<file path="src/rtl/l2_ball_projection_4vec_top_assert.svh">
// ----------------------------------------------------------------------------
// Assertion macros
// Shared concurrent assertion forms for the ball projection block.
// ----------------------------------------------------------------------------
`ifndef L2_BALL_PROJECTION_4VEC_TOP_ASSERT_SVH
`define L2_BALL_PROJECTION_4VEC_TOP_ASSERT_SVH

// same-cycle implication, sampled on clk, off during reset
`define L2BP_ASSERT_IMP(lbl, ante, cons) \
    lbl: assert property (@(posedge clk) disable iff (!rst_n) (ante) |-> (cons)) \
        else $error("assertion failed: implication");

// next-cycle implication, sampled on clk, off during reset
`define L2BP_ASSERT_NXT(lbl, ante, cons) \
    lbl: assert property (@(posedge clk) disable iff (!rst_n) (ante) |=> (cons)) \
        else $error("assertion failed: next-cycle implication");

`endif

</file>
<file path="src/rtl/l2bp_pkg.sv">
// ----------------------------------------------------------------------------
// l2bp_pkg
// Widths, depths and types of the ball projection pipeline.
// ----------------------------------------------------------------------------
package l2bp_pkg;

    localparam int COMP_WIDTH   = 16;
    localparam int FRAC_BITS    = 12;
    localparam int NUM_COMPS    = 4;
    localparam int RADIUS_WIDTH = 16;
    localparam logic [RADIUS_WIDTH-1:0] RADIUS_RESET = RADIUS_WIDTH'(1) << FRAC_BITS;

    localparam int SQ_WIDTH    = 2 * COMP_WIDTH;
    localparam int NORM_WIDTH  = SQ_WIDTH + 1;
    localparam int R2_WIDTH    = 2 * RADIUS_WIDTH;
    localparam int ROOT_STEPS  = (NORM_WIDTH + 1) / 2;
    localparam int ROOT_WIDTH  = ROOT_STEPS;
    localparam int SQRT_WIDTH  = NORM_WIDTH + 1;
    localparam int DEN_WIDTH   = ROOT_WIDTH + 1;
    localparam int NUM_WIDTH   = COMP_WIDTH + RADIUS_WIDTH + 2;
    localparam int QUO_WIDTH   = RADIUS_WIDTH;
    localparam int CHAIN_DEPTH = ROOT_STEPS + 1 + QUO_WIDTH;
    localparam int DATA_WIDTH  = NUM_COMPS * COMP_WIDTH;

    typedef logic [NUM_COMPS-1:0][COMP_WIDTH-1:0] comp_vec_t;
    typedef logic [NUM_COMPS-1:0][NUM_WIDTH-1:0]  num_vec_t;
    typedef logic [NUM_COMPS-1:0][QUO_WIDTH-1:0]  quo_vec_t;

    typedef struct packed {
        comp_vec_t                comp;
        logic [RADIUS_WIDTH-1:0]  radius;
        logic                     bypass;
    } side_t;

    function automatic logic [COMP_WIDTH-1:0] comp_mag(input logic [COMP_WIDTH-1:0] c);
        logic [COMP_WIDTH-1:0] m;
        m = c[COMP_WIDTH-1] ? (~c + COMP_WIDTH'(1)) : c;
        return m;
    endfunction

endpackage

</file>
<file path="src/rtl/l2bp_sqrt.sv">
// ----------------------------------------------------------------------------
// l2bp_sqrt
// Pipelined integer square root, one result bit per register stage.
// ----------------------------------------------------------------------------
module l2bp_sqrt
    import l2bp_pkg::*;
(
    input  logic                  clk,
    input  logic                  en,
    input  logic [NORM_WIDTH-1:0] norm,
    output logic [ROOT_WIDTH-1:0] root
);

    logic [SQRT_WIDTH-1:0] rem_reg [ROOT_STEPS];
    logic [SQRT_WIDTH-1:0] res_reg [ROOT_STEPS];

    genvar j;
    generate
        for (j = 0; j < ROOT_STEPS; j++) begin : g_step
            localparam logic [SQRT_WIDTH-1:0] STEP_BIT =
                SQRT_WIDTH'(1) << (2 * (ROOT_STEPS - 1 - j));
            logic [SQRT_WIDTH-1:0] rem_in;
            logic [SQRT_WIDTH-1:0] res_in;
            logic [SQRT_WIDTH-1:0] trial;
            logic [SQRT_WIDTH-1:0] rem_next;
            logic [SQRT_WIDTH-1:0] res_next;

            if (j == 0) begin : g_first
                assign rem_in = SQRT_WIDTH'(norm);
                assign res_in = '0;
            end else begin : g_rest
                assign rem_in = rem_reg[j-1];
                assign res_in = res_reg[j-1];
            end

            always_comb
            begin
                trial = res_in + STEP_BIT;
                if (rem_in >= trial)
                begin
                    rem_next = rem_in - trial;
                    res_next = (res_in >> 1) + STEP_BIT;
                end
                else
                begin
                    rem_next = rem_in;
                    res_next = res_in >> 1;
                end
            end

            always_ff @(posedge clk)
            begin
                if (en)
                begin
                    rem_reg[j] <= rem_next;
                    res_reg[j] <= res_next;
                end
            end
        end
    endgenerate

    assign root = res_reg[ROOT_STEPS-1][ROOT_WIDTH-1:0];

endmodule

</file>
<file path="config.mk">
export PLATFORM = sky130hd
export DESIGN_NAME = l2bp_sqrt
export DESIGN_NICKNAME = d
export VERILOG_FILES = /design/src/rtl/l2_ball_projection_4vec_top_assert.svh /design/src/rtl/l2bp_pkg.sv /design/src/rtl/l2bp_sqrt.sv
export SDC_FILE = /design/constraint.sdc
export NUM_CORES = 1
export LEC_CHECK = 0
export ABC_AREA = 1
export BUFFER_PORTS_ARGS = -buffer_cell sky130_fd_sc_hd__buf_2
export CORE_ASPECT_RATIO = 1.4
export CORE_UTILIZATION = 50
export CTS_BUF_LIST = sky130_fd_sc_hd__clkbuf_4
export DETAILED_ROUTE_END_ITERATION = 12
export HOLD_SLACK_MARGIN = 0.03
export MAX_ROUTING_LAYER = met4
export PLACE_DENSITY = 0.68
export SLEW_MARGIN = 40
export SYNTH_ARGS = -nofsm -noshare
export SYNTH_HDL_FRONTEND = slang
export SYNTH_SLANG_ARGS = --single-unit
export TNS_END_PERCENT = 1
</file>
<file path="constraint.sdc">
create_clock -name clk -period 1.9 [get_ports clk]
set_input_delay 0.38 -clock clk [delete_from_list [all_inputs] [get_ports clk]]
set_output_delay 0.38 -clock clk [all_outputs]
set_load 0.02 [all_outputs]
</file>
### Yosys cells after proc, flatten, opt, wreduce, memory -nomap -nowiden

Memories as Yosys holds them, arrays and structs flattened.
Cells that the tools add are included.
Widths: inputs -> output; s select.

| word-level totals | value |
|---|---|
| word-level logic and storage cells | 104 |
| register bits after elaboration | 0 |
| memories kept | 2 |
| input bits | 35 |
| RAM bits | 1156 |
| output and inout bits | 17 |

Memory list:

| memory | words | width | read ports | clocked after Yosys merged registers in | wr ports | line | text |
|---|---|---|---|---|---|---|---|
| rem_reg | 17 | 34 | 16 | 0 | 17 | l2bp_sqrt.sv:14 | `logic [SQRT_WIDTH-1:0] rem_reg [ROOT_STEPS];` |
| res_reg | 17 | 34 | 17 | 0 | 17 | l2bp_sqrt.sv:15 | `logic [SQRT_WIDTH-1:0] res_reg [ROOT_STEPS];` |

| cells by class | value |
|---|---|
| $add $sub $neg | 49 |
| multiplexer cells | 36 |
| magnitude comparators | 17 |

Operators by type and width:

| cell | number |
|---|---|
| $mux 34 | 33 |
| $ge 34x34->1 | 16 |
| $sub 34x34->34 | 16 |
| $add 33x1->34 const B | 1 |
| $add 33x11->34 const B | 1 |
| $add 33x13->34 const B | 1 |
| $add 33x15->34 const B | 1 |
| $add 33x17->34 const B | 1 |
| $add 33x19->34 const B | 1 |
| $add 33x21->34 const B | 1 |
| $add 33x23->34 const B | 1 |
| $add 33x25->34 const B | 1 |
| $add 33x27->34 const B | 1 |
| $add 33x29->34 const B | 1 |
| $add 33x3->34 const B | 1 |
| $add 33x31->34 const B | 1 |
| $add 33x5->34 const B | 1 |
| $add 33x7->34 const B | 1 |
| $add 33x9->34 const B | 1 |
| $add 34x1->34 const B | 1 |
| $add 34x11->34 const B | 1 |
| $add 34x13->34 const B | 1 |
| $add 34x15->34 const B | 1 |
| $add 34x17->34 const B | 1 |
| 15 further kinds | 16 |

### Logic depth before layout (Yosys ltp)

Gate-level depths: netlist of the first run.
An unclocked memory read counts as a cell.

| logic depth | value |
|---|---|
| word-level depth | 4 |
| depth in mapped cells | 15 |
| mapped depth without buffers | 14 |

### Worst setup path after synthesis of the first run

No wires, ideal clock.

| path | value |
|---|---|
| path type | register to register |
| from | memory rem_reg[0][161] (netlist name) |
| to | memory rem_reg[0][198] (netlist name) (data pin) |
| cell stages (with the launch flop) | 9 |
| period minus slack after synthesis | 1989 ps |
| arrival | 1737 ps |
| required time | 1648 ps |
| slack | -89 ps |
| path through | edfxtp_1 -> ha_1 -> a21oi_1 -> nand2_1 -> a211oi_4 -> nand2_2 -> buf_6 -> nand2_1 -> nand2_1 |

RTL lines:

| item | line |
|---|---|
| start, declared | l2bp_sqrt.sv:14 |

==> impl_summary.txt, run 1 <==
----------------------------------------------------
[Global routing]
  Total gr overflow ... 0
  Pin count of the biggest net entering global routing ... 61
  Wire length of the first global-routing pass ... 174000 um
  Initial antenna violation count ... 3
  Number of global-route vias before repair ... 33700
  Aggregate global-route resource usage ... 0.303

[Synth]
  Total of warnings raised by yosys ... 0
  Number of register bits inferred by synthesis ... 697
  Number of instances in the synthesized netlist ... 4219
  Mean cell area of the mapped netlist ... 9.06 um2
  Area share of the leading cell type in the synthesized netlist ... 0.547
  Cell types with the largest area share after synthesis ... sky130_fd_sc_hd__edfxtp_1 55%, sky130_fd_sc_hd__nand2_1 13%, sky130_fd_sc_hd__inv_1 6.2%
  Most numerous cell types in the synthesized netlist ... 1283 x sky130_fd_sc_hd__nand2_1, 697 x sky130_fd_sc_hd__edfxtp_1, 632 x sky130_fd_sc_hd__inv_1
  Post-synth EDFFs ... 697
  Post-synth top area cell ... sky130_fd_sc_hd__edfxtp_1
  Area of the mapped netlist ... 38200 um2
  Post-synth ARST share ... 0
  Dominant register cell in the synthesized netlist ... sky130_fd_sc_hd__edfxtp_1
  Most frequently used cell type in the post-synthesis netlist ... sky130_fd_sc_hd__nand2_1
  Sequential cell area fraction in the yosys report ... 0.547
  Post-synth cell types ... 54

[Placed design]
  Standard cell area after detailed placement ... 46200 um2
  Worst slack at placement ... -0.408 ns
  GP Congestion ... 0.963
  Number of I/O port buffers ... 51
  Post-DP HPWL ... 85600 um

[Setup path]
  Worst setup EP type ... register
  Worst path depth ... 11
  Startpoint type of the worst setup path ... register
  Series of cell instances along the critical path ... inv_2, ha_4, a21oi_2, nand2_2, o21bai_4, nand2_2, nand2_4, nor2_4, clkinvlp_4, nand2_2, nand2_2
  Cell with the largest stage delay on the worst path ... sky130_fd_sc_hd__edfxtp_1
  CP startpoint ... res_reg[0][357]
  Worst setup endpoint ... rem_reg[0][394]
  Slack of the worst reg-to-reg path ... -0.31 ns
  Worst path max stage delay ... 0.42 ns
  Cell repeated most along the worst path ... sky130_fd_sc_hd__nand2_2
  Critical Path RT ... 2.65 ns
  Type of the worst setup path ... reg2reg
  Number of buffers and inverters on the critical path ... 2
  Worst reg2reg path endpoint ... rem_reg[0][394]
  Endpoint arrival time on the critical path ... 2.97 ns
  Max Fanout on Critical Path ... 5
  Cell count of the worst reg-to-reg path ... 11
  Largest delay share family, worst path ... simple AND/OR/NAND/NOR gates
  Reg2Reg Launch Point ... res_reg[0][357]

[STA]
  Worst-case hold slack ... 0.321 ns
  Final worst path period need ... 2.21 ns
  Period utilisation layout ... 1.16
  Slew HR ... 0.560
  Setup WS post-layout ... -0.313 ns
  Clk_skew ... 0.0996 ns
  FMAX ... 452 MHz
  Least-Margin Pin Slew ... 0.654 ns
  RSZ-0062 raised after global routing ... yes
  Count of pins over their slew limit ... 0
  Final setup violation count ... 238
  Count of endpoints failing hold in the final timing report ... 0
  Final total negative setup slack ... -26.95 ns

[Detailed routing]
  Residual DRC ... 0
  DRC violation total after the first TritonRoute iteration ... 2102
  Vias/cell ... 5.11
  Detail Route Antenna Nets ... 0
  Routed vias ... 33200
  TritonRoute pass-1 iters ... 6
  Routed length per instance ... 17.7 um
  Post-Route WL ... 115000 um

[Cells and area]
  Post-route cell area ... 52300 um2
  Number of filler cells placed in the layout ... 5724
  Nets@finish ... 5592
  Largest register FFs ... 544
  Ratio of cells with drive above 1 in the final layout ... 0.328
  Area grow syn2layout ... 36.7%

[Run status]
  Outcome ... complete, but fails checks
  Violated checks ... negative setup slack

[Clock network]
  Clock tree from TritonCTS ... built
  CTS Buf Count ... 170
  CTS root buf ... sky130_fd_sc_hd__clkbuf_4
  Number of buffers on the longest clock path ... 3
  Number of sinks on the clock net ... 697
  Clk pin slew, worst setup/hold paths ... 0.07 ns
  H-tree levels ... 4
  Clk_lat worst skew ... 1.09 ns

[Floorplanning]
  Number of placed I/O pins ... 52
  Die Y ... 329 um
  Placeable core region ... 75500 um2
  Overall die width ... 236 um
  Area enclosed by the die boundary ... 77600 um2
  Initial Utilization ... 0.507
  Row cnt ... 119

[Power]
  Switch share ... 0.330
  P_int ... 33.4 mW
  Worst voltage drop across the vdd grid ... 0.000715 V
  Reported leakage power ... 23.4 nW
  Comb power frac ... 0.321
  Net switching power figure ... 16.5 mW
  Overall power after layout ... 49.9 mW
  Power share of the clock group ... 0.263
  Register share of total power ... 0.416
  Power per cell area ... 956 nW/um2

[Min path]
  Number of cells on the worst hold path ... 2
  Worst min-delay path class ... in2reg

[Job]
  Max_cap viols ... 0

----------------------------------------------------
-- power by group through the flow --
stage | logic (mW) | registers [mW] | clock network [mW]
CTS | 15.1 | 20.7 | 13.4
finish | 16.0 | 20.8 | 13.2
global route | 17.5 | 20.9 | 14.2
floorplan | 7.34 | 20.4 | 0
global placement | 13.8 | 20.8 | 0
detailed placement | 13.9 | 20.9 | 0
-- kinds of logic (layout without fill, tap and decap cells) --
group | count (synthesis) | after routing | synth area share
AO/OA/AOI/OAI | 341 | 341 | 0.0513
XOR/XNOR | 132 | 132 | 0.0302
adder cells (fa/ha/maj) | 166 | 166 | 0.0543
buffers and inverters | 679 | 1984 | 0.0714
flip-flops | 697 | 697 | 0.547
other | 1 | 7 | 0.0000981
AND/OR/NAND/NOR | 2203 | 2203 | 0.245
-- what timing repair did --
item	in CTS	in global routing
gates cloned	1	0
setup endpoints to repair	286	299
pin swaps	85	78
endpoints found under the hold margin	583	0
setup buffers	50	9
hold buffers	67	0
gates resized for setup	319	264
-- placed cells by master, fill, tap and decap left out, types with 98 or more instances in the layout --
| cell type | count |
|---|---|
| sky130_fd_sc_hd__a21oi_1 | 108 |
| sky130_fd_sc_hd__buf_4 | 867 |
| sky130_fd_sc_hd__clkbuf_4 | 232 |
| sky130_fd_sc_hd__edfxtp_1 | 697 |
| sky130_fd_sc_hd__ha_4 | 98 |
| sky130_fd_sc_hd__inv_1 | 580 |
| sky130_fd_sc_hd__nand2_1 | 1166 |
| sky130_fd_sc_hd__nand2_2 | 117 |
| sky130_fd_sc_hd__nand3_1 | 231 |
| sky130_fd_sc_hd__nor2_1 | 322 |
-- metal layers --
metal	vias up	track usage	routed length [um]
met4	0	0.171	6940
met1	15500	0.291	41200
li1	16400	-	-
met5	-	-	0
met3	379	0.0457	4330
met2	946	0.572	62400
-- worst min-delay path by stage --
stage	from	endpoint	slack [ns]
global route	en	rem_reg[0][371]	0.28
detailed placement	rem_reg[0][24]	rem_reg[0][58]	0.43
global placement	rem_reg[0][22]	rem_reg[0][56]	0.42
CTS	en	rem_reg[0][371]	0.24
finish	en	rem_reg[0][371]	0.32
floorplan	rem_reg[0][381]	rem_reg[0][415]	0.42
-- layout make-up --
class	instances	area, um2	share of cell area
Sequential cell	697	20900	0.401
Multi-Input combinational cell	2844	17100	0.328
Timing Repair Buffer	1030	8210	0.157
Inverter	648	2460	0.0471
Clock buffer	232	1740	0.0333
Tap cell	968	1210	0.0232
Clock inverter	74	556	0.0106
Antenna cell	5	12.5	0.000239
-- per-stage QoR --
stage                      util  instances
after floorplan               -       4220
after global placement    0.613       6062
after detailed placement  0.613       6062
after CTS                 0.677       6484
after global routing      0.692       6498
final                     0.692       6498
No activity file was read; power rests on OpenSTA's default activity.
==> run 2, diff against run 1 <==
--- a/config.mk
+++ b/config.mk
@@ -12,7 +12,6 @@
 export CTS_BUF_LIST = sky130_fd_sc_hd__clkbuf_4
 export DETAILED_ROUTE_END_ITERATION = 12
 export HOLD_SLACK_MARGIN = 0.03
-export MAX_ROUTING_LAYER = met4
 export PLACE_DENSITY = 0.68
 export SLEW_MARGIN = 40
 export SYNTH_ARGS = -nofsm -noshare
==> impl_summary.txt, run 2 (synthesis gave the netlist of run 1 again) <==
----------------------------------------------------
[Floorplanning]
  Initial Utilization ... 0.507 (unchanged)
  Row cnt ... 119 (unchanged)
  Overall die width ... 236 um (unchanged)
  Number of placed I/O pins ... 52 (unchanged)
  Area enclosed by the die boundary ... 77600 um2 (unchanged)
  Placeable core region ... 75500 um2 (unchanged)
  Die Y ... 329 um (unchanged)

[Clock network]
  Number of sinks on the clock net ... 697 (unchanged)
  Clk pin slew, worst setup/hold paths ... 0.07 ns (about the same)
  CTS Buf Count ... 167 (was 170)
  Number of buffers on the longest clock path ... 3 (unchanged)
  Clk_lat worst skew ... 1.09 ns (about the same)
  Clock tree from TritonCTS ... built (unchanged)
  H-tree levels ... 4 (unchanged)
  CTS root buf ... sky130_fd_sc_hd__clkbuf_4 (unchanged)

[STA]
  Count of pins over their slew limit ... 0 (unchanged)
  Period utilisation layout ... 1.13 (was 1.16)
  Clk_skew ... 0.0997 ns (was 0.0996 ns)
  Setup WS post-layout ... -0.252 ns (was -0.313 ns)
  Final worst path period need ... 2.15 ns (was 2.21 ns)
  FMAX ... 465 MHz (was 452 MHz)
  Slew HR ... 0.639 (was 0.560)
  Final setup violation count ... 258 (was 238)
  RSZ-0062 raised after global routing ... yes (unchanged)
  Least-Margin Pin Slew ... 0.537 ns (was 0.654 ns)
  Worst-case hold slack ... 0.311 ns (was 0.321 ns)
  Count of endpoints failing hold in the final timing report ... 0 (unchanged)

[Job]
  Max_cap viols ... 0 (unchanged)

[Global routing]
  Wire length of the first global-routing pass ... 172000 um (was 174000 um)
  Total gr overflow ... 0 (unchanged)
  Pin count of the biggest net entering global routing ... 83 (was 61)
  Initial antenna violation count ... 2 (was 3)
  Aggregate global-route resource usage ... 0.290 (was 0.303)
  Number of global-route vias before repair ... 33500 (was 33700)

[Setup path]
  Type of the worst setup path ... reg2reg (unchanged)
  Worst setup EP type ... register (unchanged)
  Endpoint arrival time on the critical path ... 2.98 ns (was 2.97 ns)
  Max Fanout on Critical Path ... 4 (was 5)
  Critical Path RT ... 2.73 ns (was 2.65 ns)
  Cell count of the worst reg-to-reg path ... 12 (was 11)
  Startpoint type of the worst setup path ... register (unchanged)

[Cells and area]
  Commonest non-fill, non-tap cell in the layout ... sky130_fd_sc_hd__nand2_1 (unchanged)
  Post-route cell area ... 51600 um2 (was 52300 um2)
  Area grow syn2layout ... 35.0% (was 36.7%)
  Number of filler cells placed in the layout ... 5742 (was 5724)
  Ratio of cells with drive above 1 in the final layout ... 0.320 (was 0.328)
  Most used cells in the layout excluding fill and tap cells ... 1167 x sky130_fd_sc_hd__nand2_1, 833 x sky130_fd_sc_hd__buf_4, 697 x sky130_fd_sc_hd__edfxtp_1 (was 1166 x sky130_fd_sc_hd__nand2_1, 867 x sky130_fd_sc_hd__buf_4, 697 x sky130_fd_sc_hd__edfxtp_1)
  Combined flip-flop and latch cell area ... 20900 um2 (unchanged)
  Largest register FFs ... 544 (unchanged)
  Nets@finish ... 5556 (was 5592)
  Area of combinational cells with multiple inputs ... 16900 um2 (was 17100 um2)

[Detailed routing]
  Post-Route WL ... 113000 um (was 115000 um)
  Routed length per instance ... 17.5 um (was 17.7 um)
  DRC violation total after the first TritonRoute iteration ... 1944 (was 2102)
  Detail Route Antenna Nets ... 0 (unchanged)
  TritonRoute pass-1 iters ... 6 (unchanged)
  Routed vias ... 33000 (was 33200)
  Vias/cell ... 5.12 (was 5.11)
  Residual DRC ... 0 (unchanged)

[Run status]
  Outcome ... complete, but fails checks (unchanged)
  Violated checks ... negative setup slack (unchanged)

[Min path]
  Number of cells on the worst hold path ... 2 (unchanged)
  Worst min-delay path class ... in2reg (unchanged)

[Placed design]
  Post-DP HPWL ... 84300 um (was 85600 um)
  Standard cell area after detailed placement ... 46200 um2 (about the same)
  GP Congestion ... 0.989 (was 0.963)
  Number of I/O port buffers ... 51 (unchanged)

[Power]
  Worst voltage drop across the vdd grid ... 0.000891 V (was 0.000715 V)
  Reported leakage power ... 23.2 nW (was 23.4 nW)
  Overall power after layout ... 48.8 mW (was 49.9 mW)
  Power per cell area ... 946 nW/um2 (was 956 nW/um2)

----------------------------------------------------
## run 2: where the power goes
| part | switching (mW) | internal, mW |
|---|---|---|
| Combinational | 8.44 | 7.08 |
| Sequential | 1.46 | 19.3 |
| Clock | 6.54 | 5.97 |
| Total | 16.4 | 32.4 |
## run 2: metal layers
| metal | wire (um) | share of wire | track usage | vias to the layer above |
|---|---|---|---|---|
| met2 | 61000 | 0.54 | 0.561 | 956 |
| met1 | 39900 | 0.35 | 0.291 | 15300 |
| li1 | - | - | - | 16300 |
| met4 | 7300 | 0.065 | 0.177 | 0 |
| met5 | 0 | 0 | 0 | - |
| met3 | 4440 | 0.039 | 0.0418 | 372 |
## run 2: worst max-delay path, stage by stage, from the launching register on
cell and delay, ns:
sky130_fd_sc_hd__edfxtp_1 0.43, sky130_fd_sc_hd__inv_2 0.09, sky130_fd_sc_hd__ha_4 0.28, sky130_fd_sc_hd__buf_6 0.12
sky130_fd_sc_hd__nand2_4 0.07, sky130_fd_sc_hd__nor2_2 0.12, sky130_fd_sc_hd__buf_4 0.16, sky130_fd_sc_hd__nand3_1 0.10
sky130_fd_sc_hd__nand3b_1 0.18, sky130_fd_sc_hd__nand2_1 0.10, sky130_fd_sc_hd__nand2_1 0.08, sky130_fd_sc_hd__nand2_1 0.06
sky130_fd_sc_hd__a21oi_2 0.17
## run 2: area by class of cell
type                            count  area share
Tap cell                          968      0.0235
Inverter                          648      0.0476
Clock buffer                      218      0.0317
Multi-Input combinational cell   2845       0.327
Timing Repair Buffer              996       0.155
Antenna cell                        2   0.0000969
Clock inverter                     70     0.00979
Sequential cell                   697       0.405
## run 2: final timing paths
| check | from | to | slack (ns) |
|---|---|---|---|
| setup / recovery | res_reg[0][390] | rem_reg[0][441] | -0.25 |
| hold / removal | en | rem_reg[0][290] | 0.31 |
| setup reg to reg | res_reg[0][390] | rem_reg[0][441] | -0.25 |
| hold reg to reg | res_reg[0][427] | res_reg[0][460] | 0.43 |
## run 2: metrics by stage
| step | worst slack (ns) | util | cells | setup TNS [ns] |
|---|---|---|---|---|
| after floorplan | -0.0360 | - | 4220 | -2.23 |
| after global placement | -0.341 | 0.612 | 6060 | -50.72 |
| after detailed placement | -0.376 | 0.612 | 6060 | -56.40 |
| after CTS | -0.285 | 0.671 | 6424 | -25.26 |
| after global routing | -0.339 | 0.684 | 6444 | -54.54 |
| final | -0.252 | 0.684 | 6444 | -26.99 |
## run 2: what timing repair did
item | CTS | global route
setup buffers | 9 | 15
pin swaps | 72 | 56
cloned | 0 | 3
hold buffers | 67 | 0
endpoints found under the setup margin | 287 | 300
gates resized for setup | 331 | 213
hold endpoints to repair | 667 | 0
